[src/hdl/glbdf_pkg.sv]
// Shared constants, codes and types for the GLB container deframer.
package glbdf_pkg;

  // Container format constants (little-endian words)
  localparam logic [31:0] FILE_MAGIC   = 32'h4654_6C67;
  localparam logic [31:0] GLB_VERSION  = 32'h0000_0002;
  localparam logic [31:0] JSON_TYPE    = 32'h4E4F_534A;
  localparam logic [31:0] BIN_TYPE     = 32'h004E_4942;
  localparam logic [31:0] HEADER_BYTES = 32'd12;
  localparam logic [31:0] COUNT_MAX    = 32'hFFFF_FFFF;

  // Payload kind codes
  localparam logic [1:0] KIND_NONE  = 2'd0;
  localparam logic [1:0] KIND_JSON  = 2'd1;
  localparam logic [1:0] KIND_BIN   = 2'd2;
  localparam logic [1:0] KIND_OTHER = 2'd3;

  // Status codes
  localparam logic [2:0] ST_OK        = 3'd0;
  localparam logic [2:0] ST_TOO_SMALL = 3'd1;
  localparam logic [2:0] ST_MAGIC     = 3'd2;
  localparam logic [2:0] ST_VERSION   = 3'd3;
  localparam logic [2:0] ST_LENGTH    = 3'd4;
  localparam logic [2:0] ST_OVERRUN   = 3'd5;
  localparam logic [2:0] ST_NO_JSON   = 3'd6;

  // One result word
  typedef struct packed {
    logic [1:0]  payload_kind;
    logic [7:0]  byte_out;
    logic [31:0] chunk_offset;
    logic [2:0]  status;
    logic        verdict_valid;
  } glbdf_result_t;

endpackage

[src/hdl/glbdf_core.sv]
// Per-byte parser state and next-state logic for the GLB deframer.
module glbdf_core (
  input  logic                   clk,
  input  logic                   rst_n,
  input  logic                   step,       // a byte is taken this cycle
  input  logic [7:0]             data_byte,
  input  logic                   end_of_file,
  output glbdf_pkg::glbdf_result_t res
);

  // Phase codes
  localparam logic [1:0] PH_HEADER    = 2'd0;
  localparam logic [1:0] PH_CHUNK_HDR = 2'd1;
  localparam logic [1:0] PH_PAYLOAD   = 2'd2;
  localparam logic [1:0] PH_IGNORE    = 2'd3;

  logic [31:0] byte_count_r, byte_count_nxt;
  logic [31:0] word_shift_r, word_shift_nxt;
  logic [31:0] decl_len_r, decl_len_nxt;
  logic [31:0] chunk_rem_r, chunk_rem_nxt;
  logic [31:0] payload_pos_r, payload_pos_nxt;
  logic [1:0]  chunk_kind_r, chunk_kind_nxt;
  logic [1:0]  phase_r, phase_nxt;
  logic [2:0]  pend_err_r, pend_err_nxt;
  logic        json_ok_r, json_ok_nxt;
  logic [2:0]  hdr_idx_r, hdr_idx_nxt;

  logic [31:0] shift_in;
  logic [3:0]  hdr_inc;
  logic [1:0]  new_kind;
  logic        no_room;
  logic        overrun;
  logic [1:0]  kind;
  logic [31:0] offset;
  logic [2:0]  verdict;

  assign shift_in = {data_byte, word_shift_r[31:8]};
  assign hdr_inc  = {1'b0, hdr_idx_r} + 4'd1;
  assign new_kind = (shift_in == glbdf_pkg::JSON_TYPE) ? glbdf_pkg::KIND_JSON :
                    (shift_in == glbdf_pkg::BIN_TYPE)  ? glbdf_pkg::KIND_BIN  :
                                                         glbdf_pkg::KIND_OTHER;
  // chunk header must fit within the declared length
  assign no_room  = ({1'b0, byte_count_r} + 33'd8) > {1'b0, decl_len_r};
  // chunk payload must end at or below the declared length
  assign overrun  = ({2'b0, byte_count_r} + 34'd1 + {2'b0, chunk_rem_r})
                    > {2'b0, decl_len_r};

  // Next-state logic for one byte
  always_comb begin
    word_shift_nxt  = word_shift_r;
    decl_len_nxt    = decl_len_r;
    chunk_rem_nxt   = chunk_rem_r;
    payload_pos_nxt = payload_pos_r;
    chunk_kind_nxt  = chunk_kind_r;
    phase_nxt       = phase_r;
    pend_err_nxt    = pend_err_r;
    json_ok_nxt     = json_ok_r;
    hdr_idx_nxt     = hdr_idx_r;
    kind            = glbdf_pkg::KIND_NONE;
    offset          = 32'd0;
    unique case (phase_r)
      PH_HEADER: begin
        word_shift_nxt = shift_in;
        if (byte_count_r == 32'd3 && shift_in != glbdf_pkg::FILE_MAGIC) begin
          pend_err_nxt = glbdf_pkg::ST_MAGIC;
        end
        if (byte_count_r == 32'd7 && pend_err_r == glbdf_pkg::ST_OK &&
            shift_in != glbdf_pkg::GLB_VERSION) begin
          pend_err_nxt = glbdf_pkg::ST_VERSION;
        end
        if (byte_count_r == glbdf_pkg::HEADER_BYTES - 32'd1) begin
          decl_len_nxt = shift_in;
          hdr_idx_nxt  = 3'd0;
          phase_nxt    = (pend_err_nxt != glbdf_pkg::ST_OK) ? PH_IGNORE : PH_CHUNK_HDR;
        end
      end
      PH_CHUNK_HDR: begin
        if (hdr_idx_r == 3'd0 && no_room) begin
          phase_nxt = PH_IGNORE;
        end else begin
          word_shift_nxt = shift_in;
          hdr_idx_nxt    = hdr_inc[2:0];   // wraps to zero after the eighth byte
          if (hdr_inc == 4'd4) begin
            chunk_rem_nxt = shift_in;
          end
          if (hdr_inc == 4'd8) begin
            if (overrun) begin
              pend_err_nxt = glbdf_pkg::ST_OVERRUN;
              phase_nxt    = PH_IGNORE;
            end else begin
              chunk_kind_nxt = new_kind;
              if (new_kind == glbdf_pkg::KIND_JSON) begin
                json_ok_nxt = (chunk_rem_r != 32'd0);
              end
              payload_pos_nxt = 32'd0;
              phase_nxt = (chunk_rem_r != 32'd0) ? PH_PAYLOAD : PH_CHUNK_HDR;
            end
          end
        end
      end
      PH_PAYLOAD: begin
        kind            = chunk_kind_r;
        offset          = payload_pos_r;
        payload_pos_nxt = payload_pos_r + 32'd1;
        chunk_rem_nxt   = chunk_rem_r - 32'd1;
        if (chunk_rem_r == 32'd1) begin
          phase_nxt = PH_CHUNK_HDR;
        end
      end
      PH_IGNORE: begin
      end
      default: begin
      end
    endcase
  end

  // Saturating byte counter
  assign byte_count_nxt = (byte_count_r == glbdf_pkg::COUNT_MAX) ? byte_count_r
                                                                 : byte_count_r + 32'd1;

  // Verdict, checked in priority order
  always_comb begin
    priority if (byte_count_nxt < glbdf_pkg::HEADER_BYTES) begin
      verdict = glbdf_pkg::ST_TOO_SMALL;
    end else if (pend_err_nxt == glbdf_pkg::ST_MAGIC ||
                 pend_err_nxt == glbdf_pkg::ST_VERSION) begin
      verdict = pend_err_nxt;
    end else if (decl_len_nxt > byte_count_nxt) begin
      verdict = glbdf_pkg::ST_LENGTH;
    end else if (pend_err_nxt == glbdf_pkg::ST_OVERRUN) begin
      verdict = glbdf_pkg::ST_OVERRUN;
    end else if (!json_ok_nxt) begin
      verdict = glbdf_pkg::ST_NO_JSON;
    end else begin
      verdict = glbdf_pkg::ST_OK;
    end
  end

  // Result word for this byte
  always_comb begin
    res.payload_kind  = kind;
    res.byte_out      = data_byte;
    res.chunk_offset  = offset;
    res.status        = end_of_file ? verdict : glbdf_pkg::ST_OK;
    res.verdict_valid = end_of_file;
  end

  // State registers; the final byte returns the parser to its reset state
  always_ff @(posedge clk) begin
    if (!rst_n || (step && end_of_file)) begin
      byte_count_r  <= 32'd0;
      word_shift_r  <= 32'd0;
      decl_len_r    <= 32'd0;
      chunk_rem_r   <= 32'd0;
      payload_pos_r <= 32'd0;
      chunk_kind_r  <= glbdf_pkg::KIND_NONE;
      phase_r       <= PH_HEADER;
      pend_err_r    <= glbdf_pkg::ST_OK;
      json_ok_r     <= 1'b0;
      hdr_idx_r     <= 3'd0;
    end else if (step) begin
      byte_count_r  <= byte_count_nxt;
      word_shift_r  <= word_shift_nxt;
      decl_len_r    <= decl_len_nxt;
      chunk_rem_r   <= chunk_rem_nxt;
      payload_pos_r <= payload_pos_nxt;
      chunk_kind_r  <= chunk_kind_nxt;
      phase_r       <= phase_nxt;
      pend_err_r    <= pend_err_nxt;
      json_ok_r     <= json_ok_nxt;
      hdr_idx_r     <= hdr_idx_nxt;
    end
  end

  // Payload phase always has bytes left
  a_payload_nonempty: assert property (@(posedge clk) disable iff (!rst_n)
    phase_r == PH_PAYLOAD |-> chunk_rem_r != 32'd0)
    else $error("payload phase with no bytes left");

  // Chunk header byte index only advances inside a chunk header
  a_hdr_idx_phase: assert property (@(posedge clk) disable iff (!rst_n)
    hdr_idx_r != 3'd0 |-> phase_r == PH_CHUNK_HDR)
    else $error("chunk header index outside chunk header phase");

  // File header phase never outlives the twelve header bytes
  a_header_short: assert property (@(posedge clk) disable iff (!rst_n)
    phase_r == PH_HEADER |-> byte_count_r < glbdf_pkg::HEADER_BYTES)
    else $error("file header phase past byte twelve");

endmodule

[src/hdl/glb_container_deframer.sv]
// Top level of the GLB container deframer: stream ports and result register.
// The result word for an accepted input byte is registered and appears in the next cycle.
// Throughput: one byte per cycle while the output is not stalled; the parser state updates once per accepted byte.
// A new byte is taken only when the result register is empty or its word leaves that cycle.
// Reset (rst_n low, synchronous) empties the result register and returns the parser
// to the file header; the parser also returns there after each end-of-file byte.
module glb_container_deframer (
  input  logic        clk,
  input  logic        rst_n,
  input  logic        in_tvalid,
  output logic        in_tready,
  input  logic [7:0]  in_tdata,   // [7:0] data_byte
  input  logic        in_tlast,   // end_of_file
  output logic        out_tvalid,
  input  logic        out_tready,
  output logic [47:0] out_tdata,  // [7:0] byte_out, [39:8] chunk_offset, [42:40] status, zero pad
  output logic [1:0]  out_tuser,  // [1:0] payload_kind
  output logic        out_tlast   // verdict_valid
);

  logic                     step;
  logic                     out_valid_r;
  glbdf_pkg::glbdf_result_t res;
  glbdf_pkg::glbdf_result_t res_r;

  assign in_tready = !out_valid_r || out_tready;
  assign step      = in_tvalid && in_tready;

  glbdf_core u_core (
    .clk         (clk),
    .rst_n       (rst_n),
    .step        (step),
    .data_byte   (in_tdata),
    .end_of_file (in_tlast),
    .res         (res)
  );

  // Result register
  always_ff @(posedge clk) begin
    if (!rst_n) begin
      out_valid_r <= 1'b0;
    end else if (in_tready) begin
      out_valid_r <= in_tvalid;
    end
  end

  always_ff @(posedge clk) begin
    if (step) begin
      res_r <= res;
    end
  end

  assign out_tvalid = out_valid_r;
  assign out_tdata  = {5'd0, res_r.status, res_r.chunk_offset, res_r.byte_out};
  assign out_tuser  = res_r.payload_kind;
  assign out_tlast  = res_r.verdict_valid;

  // A nonzero status only appears on the final word of a file
  a_status_last: assert property (@(posedge clk) disable iff (!rst_n)
    out_valid_r && res_r.status != glbdf_pkg::ST_OK |-> res_r.verdict_valid)
    else $error("status reported before end of file");

  // A result that was not taken stays in the register
  a_result_held: assert property (@(posedge clk) disable iff (!rst_n)
    out_valid_r && !out_tready |=> out_valid_r && $stable(res_r))
    else $error("pending result lost");

  // Status never carries an undefined code
  a_status_range: assert property (@(posedge clk) disable iff (!rst_n)
    out_valid_r |-> res_r.status != 3'd7)
    else $error("undefined status code");

endmodule
[config.mk]
export PLATFORM = sky130hd
export DESIGN_NAME = glb_container_deframer
export DESIGN_NICKNAME = d
export VERILOG_FILES = /design/src/hdl/glbdf_pkg.sv /design/src/hdl/glbdf_core.sv /design/src/hdl/glb_container_deframer.sv
export SDC_FILE = /design/constraint.sdc
export NUM_CORES = 1
export LEC_CHECK = 0
export BUFFER_PORTS_ARGS = -buffer_cell sky130_fd_sc_hd__buf_2
export CORE_ASPECT_RATIO = 1.2
export CORE_MARGIN = 2
export CORE_UTILIZATION = 60
export CTS_BUF_LIST = sky130_fd_sc_hd__clkbuf_4 sky130_fd_sc_hd__clkbuf_8
export CTS_CLUSTER_DIAMETER = 30
export DETAILED_ROUTE_END_ITERATION = 12
export GPL_ROUTABILITY_DRIVEN = 0
export GPL_TIMING_DRIVEN = 0
export PLACE_DENSITY = 0.89
export SLEW_MARGIN = 40
export SYNTH_ARGS = -nofsm -noshare
export SYNTH_HDL_FRONTEND = slang
export SYNTH_SLANG_ARGS = --single-unit
[constraint.sdc]
create_clock -name clk -period 6.5 [get_ports clk]
set_clock_uncertainty 0.1 [all_clocks]
set_input_delay 0.325 -clock clk [delete_from_list [all_inputs] [get_ports clk]]
set_output_delay 0.325 -clock clk [all_outputs]
set_load 0.005 [all_outputs]
# ---- Word-level counts from Yosys, hierarchy flattened
# Cells that the tools add are included.
# W data, S select, Z words.
dict set report totals {
  inputBits 13
  latch_bits 0
  output_inout_bits 53
  romBits 0
  memories 0
  ramBits 0
  reg_bits 218
  wordCells 123
}
dict set report op_classes {
  multipliers 0
  reduce_logical 26
  n_mux 42
  n_eq_ne 24
  n_div 0
  n_lt_le_gt_ge 4
  n_addsub 7
  shift 0
  bitwise_logic 3
}
# op n
set ops {}
lappend ops {{$mux W32} 9}
lappend ops {{$pmux W32 S2} 3}
lappend ops {{$add A32 B1 Y32 const B} 2}
lappend ops {{$mux W3} 12}
lappend ops {{$add A34 B32 Y34} 1}
lappend ops {{$gt A34 B32 Y1} 1}
lappend ops {{$add A32 B1 Y33 const B} 1}
lappend ops {{$add A32 B4 Y33 const B} 1}
lappend ops {{$gt A33 B32 Y1} 1}
lappend ops {{$eq A32 B1 Y1 const B} 1}
lappend ops {{$eq A32 B2 Y1 const B} 1}
lappend ops {{$eq A32 B23 Y1 const B} 1}
lappend ops {{$eq A32 B3 Y1 const B} 1}
lappend ops {{$eq A32 B31 Y1 const B} 1}
lappend ops {{$eq A32 B32 Y1 const B} 1}
lappend ops {{$eq A32 B4 Y1 const B} 1}
lappend ops {{$gt A32 B32 Y1} 1}
lappend ops {{$lt A32 B4 Y1 const B} 1}
lappend ops {{$ne A32 B2 Y1 const B} 1}
lappend ops {{$ne A32 B31 Y1 const B} 1}
lappend ops {{$reduce_bool A32 Y1} 1}
lappend ops {{$sub A32 B1 Y32 const B} 1}
lappend ops {{$mux W2} 8}
lappend ops {{$reduce_and A5 Y1} 3}
lappend ops {{24 further kinds} 51}

# ---- Longest topological paths before layout
# Gate-level depths: netlist of run 1.
dict set report depth {
  depth_word 14
  ltp_mapped 30
  depth_no_buf 27
}

# ---- Cells and area by module
# Synthesis of run 1 repeated with hierarchy kept, for this count alone.
dict set report unflattened {
  hier_cells 1880
  area_unflattened_um2 15529.9
}
# module cells_each instances area_per_inst_um2
set modules_own_cells {}
lappend modules_own_cells {glbdf_core 1823 1 14049.7}
lappend modules_own_cells {glb_container_deframer 57 1 1480.2}

# ---- Worst setup path before layout of run 1
# Ideal clock, no wire load.
dict set report synth_path {
  kind {reg2reg}
  startpoint {reg u_core.byte_count_r[0]}
  endpoint {reg res_r, in the netlist out_tdata[42], data pin}
  period_less_slack_ns 5.865
  path_buffers 1
  stages_incl_launch_ff 28
  arrival_ns 5.508
  path_slack_ns 0.635
  cell_sequence {dfxtp_1 > ha_1 > and2_1 > clkbuf_1 > nand4_1 > or2_4 > or3_1 > nand2_1 > ha_1 > a21oi_1 > o21ai_0 > a21oi_1 > o21bai_1 > a31o_2 > nor2b_1 > o21a_1 > o41ai_1 > xnor2_1 > ha_1 > a211oi_1 > o21ai_0 > a211oi_1 > a211oi_1 > a21oi_2 > nand2_2 > or4_1 > and2_1 > o2111a_1}
}
dict set report synth_between {
  elab_chain_len 11
  elab_cells_between_ends 39
  cone_classes {4 x add/sub; 4 x order compare; 7 x eq/ne; 18 x mux; 6 x reduce/logical}
}
# element line_no
set synth_rtl {}
lappend synth_rtl {{start: declaration} glbdf_core.sv:17} ;# logic [31:0] byte_count_r, byte_count_nxt;
lappend synth_rtl {{start signal: assignment} glbdf_core.sv:162} ;# byte_count_r <= byte_count_nxt;
lappend synth_rtl {{$add A32 B1 Y33} glbdf_core.sv:45} ;# assign overrun = ({2'b0, byte_count_r} + 34'd1 + {2'b0, chunk_rem_r})
lappend synth_rtl {{$add A34 B32 Y34} glbdf_core.sv:45}
lappend synth_rtl {{$gt A34 B32 Y1} glbdf_core.sv:46} ;# > {2'b0, decl_len_r};
lappend synth_rtl {{$mux W3 or $mux W1 (tied branches)} glbdf_core.sv:87} ;# if (overrun) begin
lappend synth_rtl {{$mux W3 or $mux W1 (tied branches)} glbdf_core.sv:86} ;# if (hdr_inc == 4'd8) begin
lappend synth_rtl {{$mux W3 or $mux W1 (tied branches)} glbdf_core.sv:78} ;# if (hdr_idx_r == 3'd0 && no_room) begin
lappend synth_rtl {{$pmux W3 S2 or $mux W1 (tied branches)} glbdf_core.sv:61} ;# unique case (phase_r)
lappend synth_rtl {{$eq A3 B3 Y1 or $mux W3 (tied branches)} {glbdf_core.sv:130, glbdf_core.sv:132}}
lappend synth_rtl {{$mux W3} glbdf_core.sv:130} ;# end else if (pend_err_nxt == glbdf_pkg::ST_OVERRUN) begin
lappend synth_rtl {{$mux W3} glbdf_core.sv:128} ;# end else if (decl_len_nxt > byte_count_nxt) begin
lappend synth_rtl {{$mux W3} glbdf_core.sv:125} ;# end else if (pend_err_nxt == glbdf_pkg::ST_MAGIC ||
lappend synth_rtl {{end signal: assignment} glb_container_deframer.sv:49} ;# res_r <= res;
lappend synth_rtl {{end: declaration} glb_container_deframer.sv:24} ;# glbdf_pkg::glbdf_result_t res_r;
# Several ways; a longest one is shown, not always the timed one. The select of a mux whose other input is x is not followed.
# A chain may end at the register's enable or synchronous reset.

# ---- Worst setup path after layout of run 1
dict set report layout_path {
  startpoint {reg u_core.byte_count_r[3]}
  endpoint {reg res_r, in the netlist out_tdata[41], data pin}
}
# The elaborated chain is that of the path after synthesis.

==> flow_summary_export.csv, run 1 <==
group,metric,value,unit
logic_synthesis,synth_seq_cells,210,
clock_network,clkTransAtPathRegs,70,ps
clock_network,worst_skew_pair.late_latency,580,ps
logic_synthesis,syn_avg_cell_area,8.00,um^2
clock_network,cts_made_buffers,41,
logic_synthesis,yosys.area.top_type_share,0.219,
detailed_routing,firstDrtPassIters,6,
status,status,"finished, violations left",
grt,grt_use_met1,0.425,
grt,first_global_vias,15100,
grt,antenna_found_initial,1,
layout,area_growth,17.0,%
critical_path,worstPathArrival,7060,ps
sta,setup_viol,19,
critical_path,crit_path_frequent_cell,"nor2_1",
critical_path,critPathLaunchType,"flop",
placement,port_buffers,60,
grt,overflow,0,
logic_synthesis,synth_top_area_cell,"dfxtp_1",
die,die_h,177,um
layout,final_area,17500,um^2
detailed_routing,via_per_inst,6.91,
power,peakVddDrop,0.145,mV
grt,gr-max-usage-layer,"met2",
clock_network,cts_tree,"done",
sta,setup_tns,-1610,ps
die,fp-row-count,63,
die,ios,66,
placement,hpwl,37500,um
logic_synthesis,ys_seq_area_frac,0.311,
die,die-area,26200,um^2
grt,grt_max_degree,42,
logic_synthesis,synthArstFlopShare,0,
clock_network,clk_path_buf_depth,3,
critical_path,cp_slowest_cell,"nor4_1",
critical_path,crit_fanout,10,
logic_synthesis,synth_edf_count,46,
detailed_routing,drt_wl_total,55300,um
logic_synthesis,synthCells,1871,
layout,diodes,0,
critical_path,reg2reg_slack,-340,ps
die,core-area,24600,um^2
placement,dpl_cell_area,15700,um^2
layout,drive_gt1_frac,0.150,
sta,tightest_slew,1110,ps
sta,hold_viol,0,
sta,relSlewSlack,0.250,
critical_path,worst-path-buf-inv,4,
logic_synthesis,synthTopCellsByCount,"nor2_1 (270), dfxtp_1 (164), nand2_1 (162)",
logic_synthesis,synth_cell_type_count,84,
sta,max_freq,146,MHz
run,max-cap-violations,0,
clock_network,htree_levels,2,
detailed_routing,drc,0,
status,violations,"setup timing",
critical_path,crit_family,"simple AND/OR/NAND/NOR gates",
clock_network,cts-root-buf,"clkbuf_8",
power,p_per_area,201,nW/um^2
sta,fin_crit,6840,ps
layout,multiInputGateArea,10100,um^2
grt,grt_use_met3,0.0972,
detailed_routing,avgRoutedWirePerCell,23.3,um
detailed_routing,drt_iter0_drc,2488,
critical_path,cp-end-kind,"flop",
logic_synthesis,post-synth-top-count-cell,"nor2_1",
critical_path,cp.required,6720,ps
detailed_routing,ant_nets,0,
grt,grt_pass1_wl,78600,um
die,start_util,0.609,
layout,seq_area,4670,um^2
critical_path,crit_type,"reg2reg",
sta,period_share,1.05,
grt,use_met2,0.620,
hold_path,worstHoldPathType,"in2reg",
critical_path,path_cells,"buf_4, and3_1, clkbuf_4, nand4_4, or4_1, nor2_1, clkbuf_1, clkbuf_1, nor2_1, ha_1, nand4_1, nor2_1, nand2_1, nor4_1, a21boi_0, o21ai_0, nor2b_1, a41oi_1, nor3b_1",
layout,finalNetCount,2173,
layout,finalCoreUtilization,0.713,
sta,fin_ws,-340,ps
power,p_leak,7.29,nW
critical_path,critPathMaxStageDelay,960,ps
logic_synthesis,synth_area_leaders,"dfxtp_1 (22%), ha_1 (12%), edfxtp_1 (9.2%)",
logic_synthesis,yosysWarnings,0,
clock_network,cts_sinks,210,
die,die_w,148,um
grt,grtUsageTotal,0.384,
layout,nFillCells,1643,
logic_synthesis,syn_area,15000,um^2
sta,slew_violations,0,
placement,place_ws,-748,ps
logic_synthesis,ys.flop_type,"dfxtp_1",
detailed_routing,via_count,16400,
## sequential cells by signal, indices dropped and copies added (netlist names)
signal                count
out_tvalid                1
u_core.byte_count_r      32
u_core.json_ok_r          1
out_tdata                43
u_core.pend_err_r         3
u_core.chunk_rem_r       32
u_core.decl_len_r        32
u_core.chunk_kind_r       2
out_tlast                 1
u_core.payload_pos_r     32
u_core.phase_r            2
out_tuser                 2
u_core.hdr_idx_r          3
u_core.word_shift_r      24
## area by class of cell
cell class	count	area share
Buffer	102	0.0276
Clock buffer	53	0.0388
Clock inverter	22	0.0176
Inverter	70	0.0150
Multi-Input combinational cell	1490	0.575
Sequential cell	210	0.267
Tap cell	325	0.0232
Timing Repair Buffer	98	0.0356
## path summary, 6_finish.rpt
check,from,cells past startpoint,endpoint
worst max-delay path,u_core.byte_count_r[3],19,out_tdata[41]
worst min-delay path,in_tdata[1],1,out_tdata[1]
worst min register to register,u_core.payload_pos_r[10],2,u_core.payload_pos_r[10]
worst max register to register,u_core.byte_count_r[3],19,out_tdata[41]
## logic make-up (layout without fill, tap and decap cells)
family                     count (synthesis)  after routing  synth area share
AOI/OAI and AO/OA                        427            427             0.180
xor gates and xnor gates                 114            114            0.0667
adders and majority gates                147            147             0.123
buffers and inverters                    175            345            0.0480
DFF                                      210            210             0.311
muxes                                     37             37            0.0252
other                                      1              5          0.000250
and+or+nand+nor                          760            760             0.245
## worst reg2reg max path: stages (launching register included)
cell and delay, ps:
dfxtp_1 350, buf_4 220, and3_1 180, clkbuf_4 200, nand4_4 210, or4_1 580
nor2_1 420, clkbuf_1 480, clkbuf_1 480, nor2_1 170, ha_1 330, nand4_1 90
nor2_1 90, nand2_1 100, nor4_1 960, a21boi_0 650, o21ai_0 410, nor2b_1 260
a41oi_1 240, nor3b_1 80
## power by group
part,internal (W),leakage [nW],total [W],switching (W)
clock,0.000976,0.501,0.00161,0.000633
sequential,0.00136,1.79,0.00139,0.0000285
combinational,0.000185,5.00,0.000515,0.000330
## what timing repair did
action                                 4_1_cts  5_1_grt
pin swaps                                    2       26
setup endpoints to repair                   41       37
gates resized for setup                     25       93
endpoints found under the hold margin        9        1
gates cloned                                 0        0
setup buffers                                4       23
hold buffers                                 9        1
## per-stage QoR
step           hold WS [ps]  cells  total power (W)
2_1_floorplan           324   1875          0.00170
3_3_place_gp            377   2260          0.00183
3_5_place_dp            388   2261          0.00185
4_1_cts                4.53   2348          0.00343
5_1_grt                15.4   2370          0.00359
6_report               31.9   2370          0.00352
## cells in the final DEF, fill, tap and decap left out, types with 16 or more instances in the layout
cell type  Yosys  final
nand2_1      162    159
dfxtp_1      164    160
nand3_1       51     49
ha_1         146    138
nor2b_1       17     16
buf_2         22     75
and3_1        23     22
nor2_1       270    263
a21oi_1      147    143
clkbuf_8       0     45
xnor2_1       74     66
buf_4          9     39
inv_1         68     68
or3_1         17     16
nor3_1        50     49
clkbuf_1      71     57
edfxtp_1      46     46
a21o_1        29     29
o21ai_0       97     90
and2_1        41     39
mux2i_1       31     31
nor4_1        34     26
nand4_1       44     44
xor2_1        40     36
a211oi_1      40     37
## metal layers
layer  up-vias  routed length [um]
met4         4                5830
met1      7326               17700
li1       6977                   -
met3       543                7590
met2      1523               24100
met5         -                  45
No activity file was read; power rests on OpenSTA's default activity.
==> run 2, diff against run 1 <==
--- a/config.mk
+++ b/config.mk
@@ -16,3 +16,3 @@
 export GPL_TIMING_DRIVEN = 0
-export PLACE_DENSITY = 0.89
+export PLACE_DENSITY_LB_ADDON = 0.1
 export SLEW_MARGIN = 40
--- a/constraint.sdc
+++ b/constraint.sdc
@@ -4,2 +4,2 @@
 set_output_delay 0.325 -clock clk [all_outputs]
-set_load 0.005 [all_outputs]
+set_load 0.01 [all_outputs]
==> run 2 against run 1 <==
  * The flow now finishes without violations
  * Critical endpoint is now out_tdata[42]
  * Clock power down 12%
  * Worst hold slack gained 3.9 ps
  * Highest routed layer is now met4
  * Via count fell by 8.3%
  * Global-route usage decreased by 1.0 points
  * Maximum frequency rose by 6.0%
  * Wire length fell by 8.7%
  * Die area unchanged
  * Utilization is 0.30 points lower
  * Critical path depth rose by 6
  * Sequential power about the same
  * Largest cell class unchanged
  * Sequential cell count unchanged
==> flow_summary_export.csv, run 2 (synthesis results as in run 1) <==
group,metric,value,unit
clock_network,cts-root-buf,"clkbuf_8",
critical_path,r2r-end,"out_tdata[42]",
layout,final_cell_mix,"nor2_1 (264), dfxtp_1 (161), nand2_1 (159)",
detailed_routing,drt_wl_total,50500,um
detailed_routing,drt_iter0_drc,1577,
sta,tightest_slew,899,ps
clock_network,clkTransAtPathRegs,60,ps
sta,period_share,0.993,
grt,first_global_vias,14100,
sta,hold_viol,0,
die,core-area,24600,um^2
critical_path,crit_fanout,7,
grt,grt_pass1_wl,75700,um
grt,grtUsageTotal,0.373,
critical_path,timing.rr.start,"u_core.byte_count_r[0]",
layout,drive_gt1_frac,0.154,
placement,hpwl,38100,um
critical_path,worstRegToRegCells,25,
run,max-cap-violations,0,
placement,dpl_cell_area,15700,um^2
sta,max_freq,155,MHz
layout,seq_area,4670,um^2
layout,nFillCells,2009,
layout,final_common_cell,"nor2_1",
sta,setup_viol,0,
critical_path,cp-end-kind,"flop",
power,p_per_area,190,nW/um^2
layout,diodes,0,
critical_path,reg2reg_slack,50,ps
detailed_routing,ant_nets,0,
clock_network,htree_levels,2,
critical_path,critPathCapture,"out_tdata[42]",
die,die_w,148,um
clock_network,clk_path_buf_depth,3,
sta,slew_violations,0,
status,status,"finished, final reports clean",
grt,grt_max_degree,29,
die,fp-row-count,63,
clock_network,cts_tree,"done",
grt,overflow,0,
detailed_routing,drc,0,
sta,relSlewSlack,0.395,
die,die_h,177,um
clock_network,cts_made_buffers,41,
layout,largest_reg_flops,43,
critical_path,critPathLaunch,"u_core.byte_count_r[0]",
critical_path,cp.required,6710,ps
clock_network,cts_sinks,210,
die,ios,66,
critical_path,worstPathArrival,6660,ps
critical_path,crit_type,"reg2reg",
hold_path,worstHoldPathType,"in2reg",
die,die-area,26200,um^2
detailed_routing,via_count,15000,
grt,antenna_found_initial,0,
placement,port_buffers,60,
sta,setup_tns,0,ps
layout,area_growth,16.5,%
power,p_leak,7.16,nW
power,peakVddDrop,0.168,mV
die,start_util,0.609,
clock_network,worst_skew_pair.late_latency,560,ps
detailed_routing,avgRoutedWirePerCell,21.3,um
critical_path,critPathLaunchType,"flop",
detailed_routing,firstDrtPassIters,7,
detailed_routing,via_per_inst,6.34,
sta,fin_crit,6450,ps
layout,final_area,17500,um^2
layout,multiInputGateArea,10100,um^2
layout,finalNetCount,2169,
run 2: cell types whose count changed in the layout (fill, tap and decap cells not counted), sizes merged, moves of 2 or more:
cell / delta
clkinvlp: +3
bufinv: -5
inv: -3
clkbuf: +5
buf: -2
run 2: through the flow:
stage	hold WS, ps	total power, W	setup WS [ps]	cells	utilization
after floorplan	324	0.00170	635	1875	-
after detailed placement	381	0.00186	-927	2261	0.639
after global placement	372	0.00185	-778	2260	0.638
after global routing	25.6	0.00341	-58.9	2366	0.710
after CTS	0.251	0.00328	52.4	2349	0.687
final	35.8	0.00331	48.2	2366	0.710
run 2: where the power goes:
part           internal, W  switching [W]  leakage [nW]
registers          0.00136      0.0000257          1.79
logic             0.000185       0.000314          4.92
clock network     0.000823       0.000602         0.454
total              0.00237       0.000941          7.16
run 2: final cells by class:
type / count / share of cell area
clock buffers: 59 / 0.0426
plain buffers: 102 / 0.0277
clock inverters: 16 / 0.00868
flip-flops and latches: 210 / 0.268
repair buffers: 94 / 0.0338
inverters: 70 / 0.0151
multi-input cells: 1490 / 0.581
well taps: 325 / 0.0233
run 2: worst min path at each step:
stage,from,to,slack [ps],cells after the start
floorplan,in_tdata[0],out_tdata[0],320,0
global placement,u_core.chunk_kind_r[1],u_core.chunk_kind_r[1],370,2
detailed placement,u_core.chunk_kind_r[1],u_core.chunk_kind_r[1],380,2
CTS,in_tdata[5],out_tdata[5],0.3,1
global route,in_tdata[1],out_tdata[1],30,1
finish,in_tdata[1],out_tdata[1],40,1
run 2: worst max-delay path: stages, from the launching register on:
cell,delay [ps]
dfxtp_4,410
ha_2,220
and2_4,240
nand4_1,200
or2_4,360
nor2_2,130
xor2_2,270
ha_1,320
and3_1,240
nand2_1,130
nor2_1,70
a31o_2,310
nor2b_1,150
o21a_1,190
o41ai_2,330
xnor2_1,150
ha_1,370
a211oi_2,280
o21ai_2,130
a211oi_2,180
a211oi_2,110
a21oi_2,240
nand2_2,100
or4_1,530
and2_1,180
o2111a_1,240
run 2: metal layers:
metal | part of all wire | GRT usage
met5 | 0 | 0
met4 | 0.084 | 0.259
met3 | 0.10 | 0.0740
met2 | 0.45 | 0.624
met1 | 0.36 | 0.429
run 2: timing repair:
item	4_1_cts	5_1_grt
endpoints found under the setup margin	43	34
endpoints found under the hold margin	6	2
resized for setup	36	86
hold buffers	7	2
setup buffers	7	17
pin swaps	4	26
